[config.mk]
export PLATFORM = sky130hd
export DESIGN_NAME = radix_prefixed_number_parser_top
export DESIGN_NICKNAME = d
export VERILOG_FILES = /design/src/hdl/rpnp_pkg.sv /design/src/hdl/radix_prefixed_number_parser_top.sv /design/src/hdl/rpnp_front.sv /design/src/hdl/rpnp_fifo.sv /design/src/hdl/rpnp_back.sv
export SDC_FILE = /design/constraint.sdc
export NUM_CORES = 1
export LEC_CHECK = 0
export BUFFER_PORTS_ARGS = -buffer_cell sky130_fd_sc_hd__buf_4
export CAP_MARGIN = 0
export CORE_UTILIZATION = 59
export DETAILED_ROUTE_END_ITERATION = 16
export PLACE_DENSITY = 0.75
export SYNTH_ARGS = -nofsm -noshare
export SYNTH_HDL_FRONTEND = slang
export SYNTH_SLANG_ARGS = --single-unit
[constraint.sdc]
create_clock -name i_clk -period 20.2 [get_ports i_clk]
set_clock_uncertainty 0.1 [all_clocks]
set_input_delay 1.01 -clock i_clk [delete_from_list [all_inputs] [get_ports i_clk]]
set_output_delay 1.01 -clock i_clk [all_outputs]
set_load 0.05 [all_outputs]
[src/hdl/rpnp_pkg.sv]
// Shared types and constants for the radix prefixed number parser.
// No dependencies; every file but rpnp_fifo refers to this package by scoped names.
package rpnp_pkg;

    localparam int unsigned BASE_W        = 6;
    localparam int unsigned CHAR_W        = 8;
    localparam int unsigned VALUE_W       = 64;
    localparam int unsigned KIND_W        = 2;
    localparam int unsigned OP_W          = 3;
    localparam int unsigned QUEUE_DEPTH   = 4;

    localparam logic [BASE_W-1:0] BASE_RESET = 6'd10;
    localparam logic [BASE_W-1:0] BASE_DEC   = 6'd10;
    localparam logic [BASE_W-1:0] BASE_BIN   = 6'd2;
    localparam logic [BASE_W-1:0] BASE_HEX   = 6'd16;
    localparam logic [BASE_W-1:0] BASE_HEX_PREFIX_LIMIT = 6'd33;

    // Operations passed from the classifier to the executor.
    localparam logic [OP_W-1:0] OP_NONE  = 3'd0;
    localparam logic [OP_W-1:0] OP_DIGIT = 3'd1;
    localparam logic [OP_W-1:0] OP_DASH  = 3'd2;
    localparam logic [OP_W-1:0] OP_MARK  = 3'd3;
    localparam logic [OP_W-1:0] OP_BAD   = 3'd4;
    localparam logic [OP_W-1:0] OP_LOAD  = 3'd5;

    // Result kinds.
    localparam logic [KIND_W-1:0] KIND_SINGLE  = 2'd0;
    localparam logic [KIND_W-1:0] KIND_DOUBLE  = 2'd1;
    localparam logic [KIND_W-1:0] KIND_INVALID = 2'd2;

    // One classified character. The value field carries a digit for OP_DIGIT and the raw
    // character for OP_LOAD. pre_zero asks the executor to apply a leading zero digit first.
    typedef struct packed {
        logic [OP_W-1:0]   op;
        logic              pre_zero;
        logic [CHAR_W-1:0] val;
        logic [BASE_W-1:0] base;
        logic              last;
    } t_op;

    localparam int unsigned OP_BITS = $bits(t_op);

endpackage

[src/hdl/radix_prefixed_number_parser_top.sv]
// Top level of the radix prefixed number parser: base register, classifier, queue, executor.
// Depends on rpnp_pkg, rpnp_front, rpnp_fifo and rpnp_back.
//
//  channel   direction  tdata fields (low bit up)          tuser  tlast
//  s_axis    in         ch[7:0]                            -      last
//  m_axis    out        kind[1:0], value[65:2], pad[71:66] -      -
//  cfg       in         number_base[5:0] on i_cfg_wen      -      -
//
// One character request is taken every cycle; the classifier never waits on the executor
// unless the four-entry queue is full.
// Results reach m_axis through the queue and the executor's output register.
// Reset clears the token state and sets the base to ten.
// A stalled result holds in the executor's output register while the queue keeps filling.
module radix_prefixed_number_parser_top #(
    parameter int unsigned QUEUE_DEPTH = rpnp_pkg::QUEUE_DEPTH
) (
    input  logic                          i_clk,
    input  logic                          i_rst_n,
    input  logic                          i_cfg_wen,
    input  logic [rpnp_pkg::BASE_W-1:0]   i_cfg_wdata,      // number_base
    input  logic                          s_axis_tvalid,
    output logic                          s_axis_tready,
    input  logic [7:0]                    s_axis_tdata,     // ch[7:0]
    input  logic                          s_axis_tlast,
    output logic                          m_axis_tvalid,
    input  logic                          m_axis_tready,
    output logic [71:0]                   m_axis_tdata      // kind[1:0], value[65:2], zeros
);

    logic [rpnp_pkg::BASE_W-1:0]  r_number_base;
    logic                         w_accept;
    logic                         w_full;
    rpnp_pkg::t_op                w_front_op;
    logic                         w_q_valid;
    logic [rpnp_pkg::OP_BITS-1:0] w_q_data;
    rpnp_pkg::t_op                w_back_op;
    logic                         w_pop;
    logic [rpnp_pkg::KIND_W-1:0]  w_kind;
    logic [rpnp_pkg::VALUE_W-1:0] w_value;

    // The user must change the default base only while no token is in flight; the block does not
    // enforce this. The classifier latches the base at a token's first character unless that is a prefix.
    always_ff @(posedge i_clk) begin
        if (!i_rst_n) begin
            r_number_base <= rpnp_pkg::BASE_RESET;
        end else if (i_cfg_wen) begin
            r_number_base <= i_cfg_wdata;
        end
    end

    assign s_axis_tready = !w_full;
    assign w_accept      = s_axis_tvalid && !w_full;

    rpnp_front u_front (
        .i_clk         (i_clk),
        .i_rst_n       (i_rst_n),
        .i_number_base (r_number_base),
        .i_accept      (w_accept),
        .i_ch          (s_axis_tdata),
        .i_last        (s_axis_tlast),
        .o_op          (w_front_op)
    );

    rpnp_fifo #(
        .WIDTH (rpnp_pkg::OP_BITS),
        .DEPTH (QUEUE_DEPTH)
    ) u_fifo (
        .i_clk   (i_clk),
        .i_rst_n (i_rst_n),
        .i_push  (w_accept),
        .i_data  (w_front_op),
        .o_full  (w_full),
        .i_pop   (w_pop),
        .o_valid (w_q_valid),
        .o_data  (w_q_data)
    );

    assign w_back_op = rpnp_pkg::t_op'(w_q_data);

    rpnp_back u_back (
        .i_clk       (i_clk),
        .i_rst_n     (i_rst_n),
        .i_op_valid  (w_q_valid),
        .i_op        (w_back_op),
        .o_op_pop    (w_pop),
        .o_res_valid (m_axis_tvalid),
        .i_res_ready (m_axis_tready),
        .o_res_kind  (w_kind),
        .o_res_value (w_value)
    );

    assign m_axis_tdata = {6'd0, w_value, w_kind};

endmodule

[src/hdl/rpnp_front.sv]
// Classifier of the radix prefixed number parser: tracks prefixes and turns each character
// into an operation for the executor. Depends on rpnp_pkg.
module rpnp_front (
    input  logic                             i_clk,
    input  logic                             i_rst_n,
    input  logic [rpnp_pkg::BASE_W-1:0]      i_number_base,
    input  logic                             i_accept,
    input  logic [rpnp_pkg::CHAR_W-1:0]      i_ch,
    input  logic                             i_last,
    output rpnp_pkg::t_op                    o_op
);

    localparam logic [2:0] PH_FIRST      = 3'd0;
    localparam logic [2:0] PH_BODY       = 3'd1;
    localparam logic [2:0] PH_ZERO       = 3'd2;
    localparam logic [2:0] PH_QUOTE      = 3'd3;
    localparam logic [2:0] PH_QUOTE_DONE = 3'd4;

    logic [2:0]                    r_phase;
    logic [2:0]                    n_phase;
    logic [rpnp_pkg::BASE_W-1:0]   r_base;
    logic [rpnp_pkg::BASE_W-1:0]   n_base;
    rpnp_pkg::t_op                 w_op;

    // Plain character class in a body position.
    function automatic logic [rpnp_pkg::OP_W+rpnp_pkg::CHAR_W-1:0] classify(
        input logic [rpnp_pkg::CHAR_W-1:0] c
    );
        logic [rpnp_pkg::OP_W-1:0]   op;
        logic [rpnp_pkg::CHAR_W-1:0] v;
        op = rpnp_pkg::OP_BAD;
        v  = '0;
        if (c inside {["0":"9"]}) begin
            op = rpnp_pkg::OP_DIGIT;
            v  = c - 8'h30;
        end else if (c inside {["a":"z"]}) begin
            op = rpnp_pkg::OP_DIGIT;
            v  = c - 8'h61 + 8'd10;
        end else if (c inside {["A":"Z"]}) begin
            op = rpnp_pkg::OP_DIGIT;
            v  = c - 8'h41 + 8'd10;
        end else if (c == "-") begin
            op = rpnp_pkg::OP_DASH;
        end else if (c inside {",", ".", "+", "/", ":"}) begin
            op = rpnp_pkg::OP_MARK;
        end
        return {op, v};
    endfunction

    always_comb begin
        n_phase       = r_phase;
        n_base        = r_base;
        w_op.op       = rpnp_pkg::OP_NONE;
        w_op.pre_zero = 1'b0;
        w_op.val      = '0;
        w_op.base     = r_base;
        w_op.last     = i_last;
        case (r_phase)
            PH_FIRST: begin
                n_phase = PH_BODY;
                case (i_ch)
                    "&", "#": n_base = rpnp_pkg::BASE_DEC;
                    "%":      n_base = rpnp_pkg::BASE_BIN;
                    "$":      n_base = rpnp_pkg::BASE_HEX;
                    "0": begin
                        n_base  = i_number_base;
                        n_phase = PH_ZERO;
                    end
                    "'":      n_phase = PH_QUOTE;
                    default: begin
                        n_base             = i_number_base;
                        {w_op.op, w_op.val} = classify(i_ch);
                    end
                endcase
                w_op.base = n_base;
            end
            PH_ZERO: begin
                n_phase = PH_BODY;
                if (i_ch == "x" && r_base < rpnp_pkg::BASE_HEX_PREFIX_LIMIT) begin
                    n_base = rpnp_pkg::BASE_HEX;
                end else begin
                    {w_op.op, w_op.val} = classify(i_ch);
                    w_op.pre_zero       = 1'b1;
                end
            end
            PH_QUOTE: begin
                n_phase  = PH_QUOTE_DONE;
                w_op.op  = rpnp_pkg::OP_LOAD;
                w_op.val = i_ch;
            end
            PH_QUOTE_DONE: ;
            PH_BODY: {w_op.op, w_op.val} = classify(i_ch);
            default: n_phase = PH_FIRST;
        endcase
        // A lone leading zero still counts as a digit at the end of the token.
        if (i_last && n_phase == PH_ZERO) begin
            w_op.pre_zero = 1'b1;
        end
        if (i_last) begin
            n_phase = PH_FIRST;
            n_base  = '0;
        end
    end

    always_ff @(posedge i_clk) begin
        if (!i_rst_n) begin
            r_phase <= PH_FIRST;
            r_base  <= '0;
        end else if (i_accept) begin
            r_phase <= n_phase;
            r_base  <= n_base;
        end
    end

    assign o_op = w_op;

endmodule

[src/hdl/rpnp_fifo.sv]
// Short register queue that decouples the classifier from the executor.
// Depends on nothing but its parameters; widths are set by the instantiating module.
module rpnp_fifo #(
    parameter int unsigned WIDTH = 8,
    parameter int unsigned DEPTH = 4
) (
    input  logic             i_clk,
    input  logic             i_rst_n,
    input  logic             i_push,
    input  logic [WIDTH-1:0] i_data,
    output logic             o_full,
    input  logic             i_pop,
    output logic             o_valid,
    output logic [WIDTH-1:0] o_data
);

    localparam int unsigned AW = (DEPTH > 1) ? $clog2(DEPTH) : 1;
    localparam int unsigned CW = $clog2(DEPTH + 1);
    localparam logic [AW-1:0] LAST_PTR = AW'(DEPTH - 1);

    logic [WIDTH-1:0] r_mem [DEPTH];
    logic [AW-1:0]    r_wptr;
    logic [AW-1:0]    r_rptr;
    logic [CW-1:0]    r_count;
    logic             w_push;
    logic             w_pop;

    assign o_full  = (r_count == CW'(DEPTH));
    assign o_valid = (r_count != '0);
    assign o_data  = r_mem[r_rptr];
    assign w_push  = i_push && !o_full;
    assign w_pop   = i_pop && o_valid;

    always_ff @(posedge i_clk) begin
        if (w_push) begin
            r_mem[r_wptr] <= i_data;
        end
    end

    always_ff @(posedge i_clk) begin
        if (!i_rst_n) begin
            r_wptr  <= '0;
            r_rptr  <= '0;
            r_count <= '0;
        end else begin
            if (w_push) begin
                r_wptr <= (r_wptr == LAST_PTR) ? '0 : r_wptr + AW'(1);
            end
            if (w_pop) begin
                r_rptr <= (r_rptr == LAST_PTR) ? '0 : r_rptr + AW'(1);
            end
            if (w_push && !w_pop) begin
                r_count <= r_count + CW'(1);
            end else if (w_pop && !w_push) begin
                r_count <= r_count - CW'(1);
            end
        end
    end

`ifndef SYNTHESIS
    a_count_bound: assert property (@(posedge i_clk) disable iff (!i_rst_n)
        r_count <= CW'(DEPTH))
        else $error("queue fill count beyond depth");
`endif

endmodule

[src/hdl/rpnp_back.sv]
// Executor of the radix prefixed number parser: accumulates digits, keeps the sign, double
// and invalid flags, and holds the result in an output register. Depends on rpnp_pkg.
module rpnp_back (
    input  logic                             i_clk,
    input  logic                             i_rst_n,
    input  logic                             i_op_valid,
    input  rpnp_pkg::t_op                    i_op,
    output logic                             o_op_pop,
    output logic                             o_res_valid,
    input  logic                             i_res_ready,
    output logic [rpnp_pkg::KIND_W-1:0]      o_res_kind,
    output logic [rpnp_pkg::VALUE_W-1:0]     o_res_value
);

    logic [rpnp_pkg::VALUE_W-1:0] r_acc;
    logic [rpnp_pkg::VALUE_W-1:0] n_acc;
    logic                         r_dz;
    logic                         n_dz;
    logic                         r_neg;
    logic                         n_neg;
    logic                         r_dbl;
    logic                         n_dbl;
    logic                         r_inv;
    logic                         n_inv;

    logic                         r_ovalid;
    logic [rpnp_pkg::KIND_W-1:0]  r_okind;
    logic [rpnp_pkg::VALUE_W-1:0] r_oval;

    logic                         w_pop;
    logic [rpnp_pkg::VALUE_W-1:0] w_prod;
    logic [rpnp_pkg::VALUE_W-1:0] w_dig;
    logic [rpnp_pkg::VALUE_W-1:0] w_mac;

    // A result-bearing operation needs room in the output register.
    assign w_pop = i_op_valid && (!i_op.last || !r_ovalid || i_res_ready);

    // The minus sign always arrives before any digit, so a negative number is built by
    // subtracting digits and needs no final negation.
    assign w_prod = r_acc * {{(rpnp_pkg::VALUE_W-rpnp_pkg::BASE_W){1'b0}}, i_op.base};
    assign w_dig  = {{(rpnp_pkg::VALUE_W-rpnp_pkg::BASE_W){1'b0}}, i_op.val[rpnp_pkg::BASE_W-1:0]};
    assign w_mac  = r_neg ? (w_prod - w_dig) : (w_prod + w_dig);

    always_comb begin
        n_acc = r_acc;
        n_dz  = r_dz;
        n_neg = r_neg;
        n_dbl = r_dbl;
        n_inv = r_inv;
        if (i_op.pre_zero) begin
            n_dz = 1'b0;
            if (i_op.base == '0) begin
                n_inv = 1'b1;
            end
        end
        if (!n_inv) begin
            case (i_op.op)
                rpnp_pkg::OP_DIGIT: begin
                    n_dz = 1'b0;
                    if (i_op.val[rpnp_pkg::BASE_W-1:0] >= i_op.base) begin
                        n_inv = 1'b1;
                    end else begin
                        n_acc = w_mac;
                    end
                end
                rpnp_pkg::OP_DASH: begin
                    if (n_dz) begin
                        n_neg = 1'b1;
                    end else begin
                        n_dbl = 1'b1;
                    end
                    n_dz = 1'b0;
                end
                rpnp_pkg::OP_MARK: begin
                    n_dbl = 1'b1;
                    n_dz  = 1'b0;
                end
                rpnp_pkg::OP_BAD:  n_inv = 1'b1;
                rpnp_pkg::OP_LOAD: n_acc = {{(rpnp_pkg::VALUE_W-rpnp_pkg::CHAR_W){1'b0}}, i_op.val};
                default: ;
            endcase
        end
    end

    always_ff @(posedge i_clk) begin
        if (!i_rst_n) begin
            r_acc <= '0;
            r_dz  <= 1'b1;
            r_neg <= 1'b0;
            r_dbl <= 1'b0;
            r_inv <= 1'b0;
        end else if (w_pop) begin
            if (i_op.last) begin
                r_acc <= '0;
                r_dz  <= 1'b1;
                r_neg <= 1'b0;
                r_dbl <= 1'b0;
                r_inv <= 1'b0;
            end else begin
                r_acc <= n_acc;
                r_dz  <= n_dz;
                r_neg <= n_neg;
                r_dbl <= n_dbl;
                r_inv <= n_inv;
            end
        end
    end

    always_ff @(posedge i_clk) begin
        if (!i_rst_n) begin
            r_ovalid <= 1'b0;
        end else if (w_pop && i_op.last) begin
            r_ovalid <= 1'b1;
        end else if (i_res_ready) begin
            r_ovalid <= 1'b0;
        end
    end

    always_ff @(posedge i_clk) begin
        if (w_pop && i_op.last) begin
            r_okind <= n_inv ? rpnp_pkg::KIND_INVALID :
                       (n_dbl ? rpnp_pkg::KIND_DOUBLE : rpnp_pkg::KIND_SINGLE);
            r_oval  <= n_inv ? '0 : n_acc;
        end
    end

    assign o_op_pop    = w_pop;
    assign o_res_valid = r_ovalid;
    assign o_res_kind  = r_okind;
    assign o_res_value = r_oval;

`ifndef SYNTHESIS
    a_kind_legal: assert property (@(posedge i_clk) disable iff (!i_rst_n)
        r_ovalid |-> (r_okind == rpnp_pkg::KIND_SINGLE || r_okind == rpnp_pkg::KIND_DOUBLE ||
                      r_okind == rpnp_pkg::KIND_INVALID))
        else $error("result kind out of range");
    a_invalid_zero: assert property (@(posedge i_clk) disable iff (!i_rst_n)
        (r_ovalid && r_okind == rpnp_pkg::KIND_INVALID) |-> (r_oval == '0))
        else $error("invalid token with non-zero value");
    a_token_clear: assert property (@(posedge i_clk) disable iff (!i_rst_n)
        (w_pop && i_op.last) |=> (r_acc == '0 && r_dz && !r_neg && !r_dbl && !r_inv))
        else $error("token state not cleared after last character");
    a_no_overwrite: assert property (@(posedge i_clk) disable iff (!i_rst_n)
        (r_ovalid && !i_res_ready) |-> !(w_pop && i_op.last))
        else $error("pending result overwritten");
`endif

endmodule

==> flow_summary.json <==
{
  "layout-area-overhead-vs-synth_pct": 7.44,
  "cap_violations": 0,
  "path_max_fanout": 35,
  "num_vias": 21344,
  "crit_required_ns": 20.47,
  "ant_nets": 0,
  "yosysMostFrequentCell": "sky130_fd_sc_hd__inv_1",
  "worst_skew_pair.late_latency_ns": 0.62,
  "cell_taking_the_most_area_after_synthesis": "sky130_fd_sc_hd__fa_1",
  "routed_wl_um": 72000,
  "syn-instance-count": 2904,
  "dpl.hpwl_um": 52800,
  "grt_start_max_net_pins": 60,
  "clock_path_buffers": 3,
  "detail_route.first_pass.iterations": 7,
  "tritoncts_clock_tree": "yes",
  "final_layout_size_suffix_gt1_share_pct": 7.56,
  "overflow": 0,
  "setup.worst_path.start_class": "flip-flop",
  "timing.hold.worst.class": "flip-flop to flip-flop",
  "grt_setup_unrepaired": "no",
  "layout.filler_cells": 3582,
  "worst_setup_hold_path_clk_slew_ns": 0.07,
  "async_reset_ff_share_pct": 0,
  "drt-vias-per-instance": 6.11,
  "antennaDiodeCount": 0,
  "timing_hold_violations_final": 0,
  "fin_crit_ns": 9.83,
  "grt_util_met1_pct": 46.1,
  "ir_drop_mv": 0.0990,
  "synth.top_cells.by_count": "328 x sky130_fd_sc_hd__inv_1, 296 x sky130_fd_sc_hd__nand2_1, 286 x sky130_fd_sc_hd__and2_1",
  "synth_seq_area_share_pct": 23.8,
  "grt_pass1_wl_um": 115000,
  "cpPeakStageDelay_ns": 0.90,
  "clock.fmax_mhz": 102,
  "synth.ff_latch_count": 235,
  "power_density_nw_per_um2": 97.2,
  "dieArea_um2": 44400,
  "grtUsageTotal_pct": 32.9,
  "initial_core_util_pct": 59.7,
  "yosysWarnings": 0,
  "worstSetupEndpointType": "flip-flop",
  "initial_antenna_violation_count": 0,
  "cts_repair_resize_count": 0,
  "drt_drc": 0,
  "drt_iter0_drc": 1844,
  "h-tree-depth": 1,
  "met2_usage_pct": 52.9,
  "synth_enable_flop_cells": 142,
  "area_share_of_the_leading_cell_type_in_the_synthesized_netlist_pct": 18.6,
  "postCtsSetupBuffers": 0,
  "placement.io_buffers": 87,
  "cts.sink_count": 235,
  "post_synth_main_area_contributors": "sky130_fd_sc_hd__fa_1 19%, sky130_fd_sc_hd__edfxtp_1 17%, sky130_fd_sc_hd__ha_1 7.4%",
  "postSynthAreaPerCell_um2": 8.86,
  "least_margin_pin_slew_ns": 1.02,
  "result_of_the_run": "finished clean",
  "timing.final.setup_violations": 0,
  "post_synth_num_cell_types": 90,
  "post_synth_design_cell_area_um2": 25700,
  "number_of_buffers_created_by_cts": 28,
  "core_area_um2": 43100,
  "pin_count": 94,
  "grt_pass1_vias": 20966,
  "leakage_uw": 0.0124,
  "relSlewSlack_pct": 31.9,
  "ys.flop_type": "sky130_fd_sc_hd__edfxtp_1",
  "final.period_utilization_pct": 48.6,
  "detail_route.wl_per_cell_um": 20.6,
  "grtUsageMet3_pct": 4.61,
  "final_util_pct": 64.2,
  "finalMaxSlewViolations": 0,
  "critPathArrivalTime_ns": 10.10,
  "clk_root_buffer_cell": "sky130_fd_sc_hd__clkbuf_16",
  "timing.critical_path.slowest_stage_cell": "sky130_fd_sc_hd__dfxtp_1",
  "num-nets-final": 3301,
  "dieWidth_um": 211,
  "routabilityCongestion": 0.979,
  "setup-tns-final_ns": 0,
  "placementRows": 76,
  "busiest_layer": "met2",
  "floorplan.die.height_um": 211,
  "postCtsHoldBufs": 0,
  "cp_class": "flip-flop to flip-flop"
}
worst paths after layout:
| path | slack, ns | endpoint | start | cells after the start |
|---|---|---|---|---|
| worst min register to register | 0.38 | u_back.r_dz | u_back.r_dz | 1 |
| worst min-delay path | 0.38 | u_back.r_dz | u_back.r_dz | 1 |
| worst max register to register | 10.37 | u_back.o_res_value[63] | flip-flop | 28 |
| worst max-delay path | 10.37 | u_back.o_res_value[63] | flip-flop | 28 |
per-stage QoR:
stage	worst slack (ns)	total power, uW	cells	instance area (um^2)	hold slack [ns]
CTS	10.62	2680	3496	27600	0.368
detailed placement	10.67	2100	3444	26600	0.352
global route	9.93	2810	3496	27600	0.384
floorplan	12.37	1640	2909	25700	0.318
global placement	10.81	2060	3444	26600	0.334
finish	10.37	2690	3496	27600	0.377
layout make-up:
| cell class | instances | area [um^2] | share of cell area [%] |
|---|---|---|---|
| Clock inverter | 22 | 309 | 1.12 |
| Multi-Input combinational cell | 2192 | 17700 | 64.2 |
| Inverter | 330 | 1240 | 4.48 |
| Clock buffer | 30 | 718 | 2.60 |
| Sequential cell | 235 | 6130 | 22.2 |
| Tap cell | 585 | 732 | 2.65 |
| Timing Repair Buffer | 102 | 766 | 2.77 |
flip-flops by register name, indices dropped and copies added (netlist names), 2 cells and up, named ones only:
| register | flops |
|---|---|
| u_fifo.r_mem | 76 |
| u_front.r_phase | 3 |
| u_front.r_base | 6 |
| u_back.r_acc | 64 |
| u_fifo.r_rptr | 2 |
| u_back.o_res_kind | 2 |
| r_number_base | 6 |
| u_fifo.r_count | 3 |
| u_fifo.r_wptr | 2 |
| u_back.o_res_value | 64 |
cell families (layout without fill, tap and decap cells):
| logic type | count (synthesis) | in the layout | synth area share (%) |
|---|---|---|---|
| adder cells (fa/ha/maj) | 392 | 392 | 26.0 |
| flip-flops | 235 | 235 | 23.8 |
| other | 1 | 6 | 0.0146 |
| AND/OR/NAND/NOR | 951 | 951 | 18.8 |
| buffers and inverters | 482 | 484 | 7.41 |
| XOR/XNOR | 124 | 124 | 4.22 |
| AO/OA/AOI/OAI | 684 | 684 | 17.4 |
| multiplexers | 35 | 35 | 2.31 |
per-layer routing:
metal	vias to the layer above	part of all wire [%]
met5	-	0
met4	0	3.3
met3	156	7.7
met2	948	46
met1	10445	43
li1	9795	-
cell usage in the layout, fill, tap and decap left out, drive strengths merged, types with 93 or more instances in the layout:
cell	instances
a21oi	194
and2	286
buf	102
dfxtp	93
edfxtp	142
fa	239
ha	153
inv	334
nand2	296
nor2	138
o21ai	145
critical path, delay by kind of cell, from the launching register on:
| kind | cells | cell delay (ns) |
|---|---|---|
| XOR/XNOR | 2 | 0.39 |
| multiplexers | 1 | 0.89 |
| buffers and inverters | 4 | 0.70 |
| AND/OR/NAND/NOR | 6 | 1.12 |
| adder cells (fa/ha/maj) | 5 | 2.37 |
| flip-flops | 1 | 0.90 |
| AO/OA/AOI/OAI | 10 | 3.10 |
power breakdown:
part	internal [uW]	switching [uW]	leakage, uW
clock	338	235	0.000509
sequential	617	45.9	0.00210
combinational	390	1060	0.00983
total	1350	1340	0.0124
No activity file was read; power rests on OpenSTA's default activity.
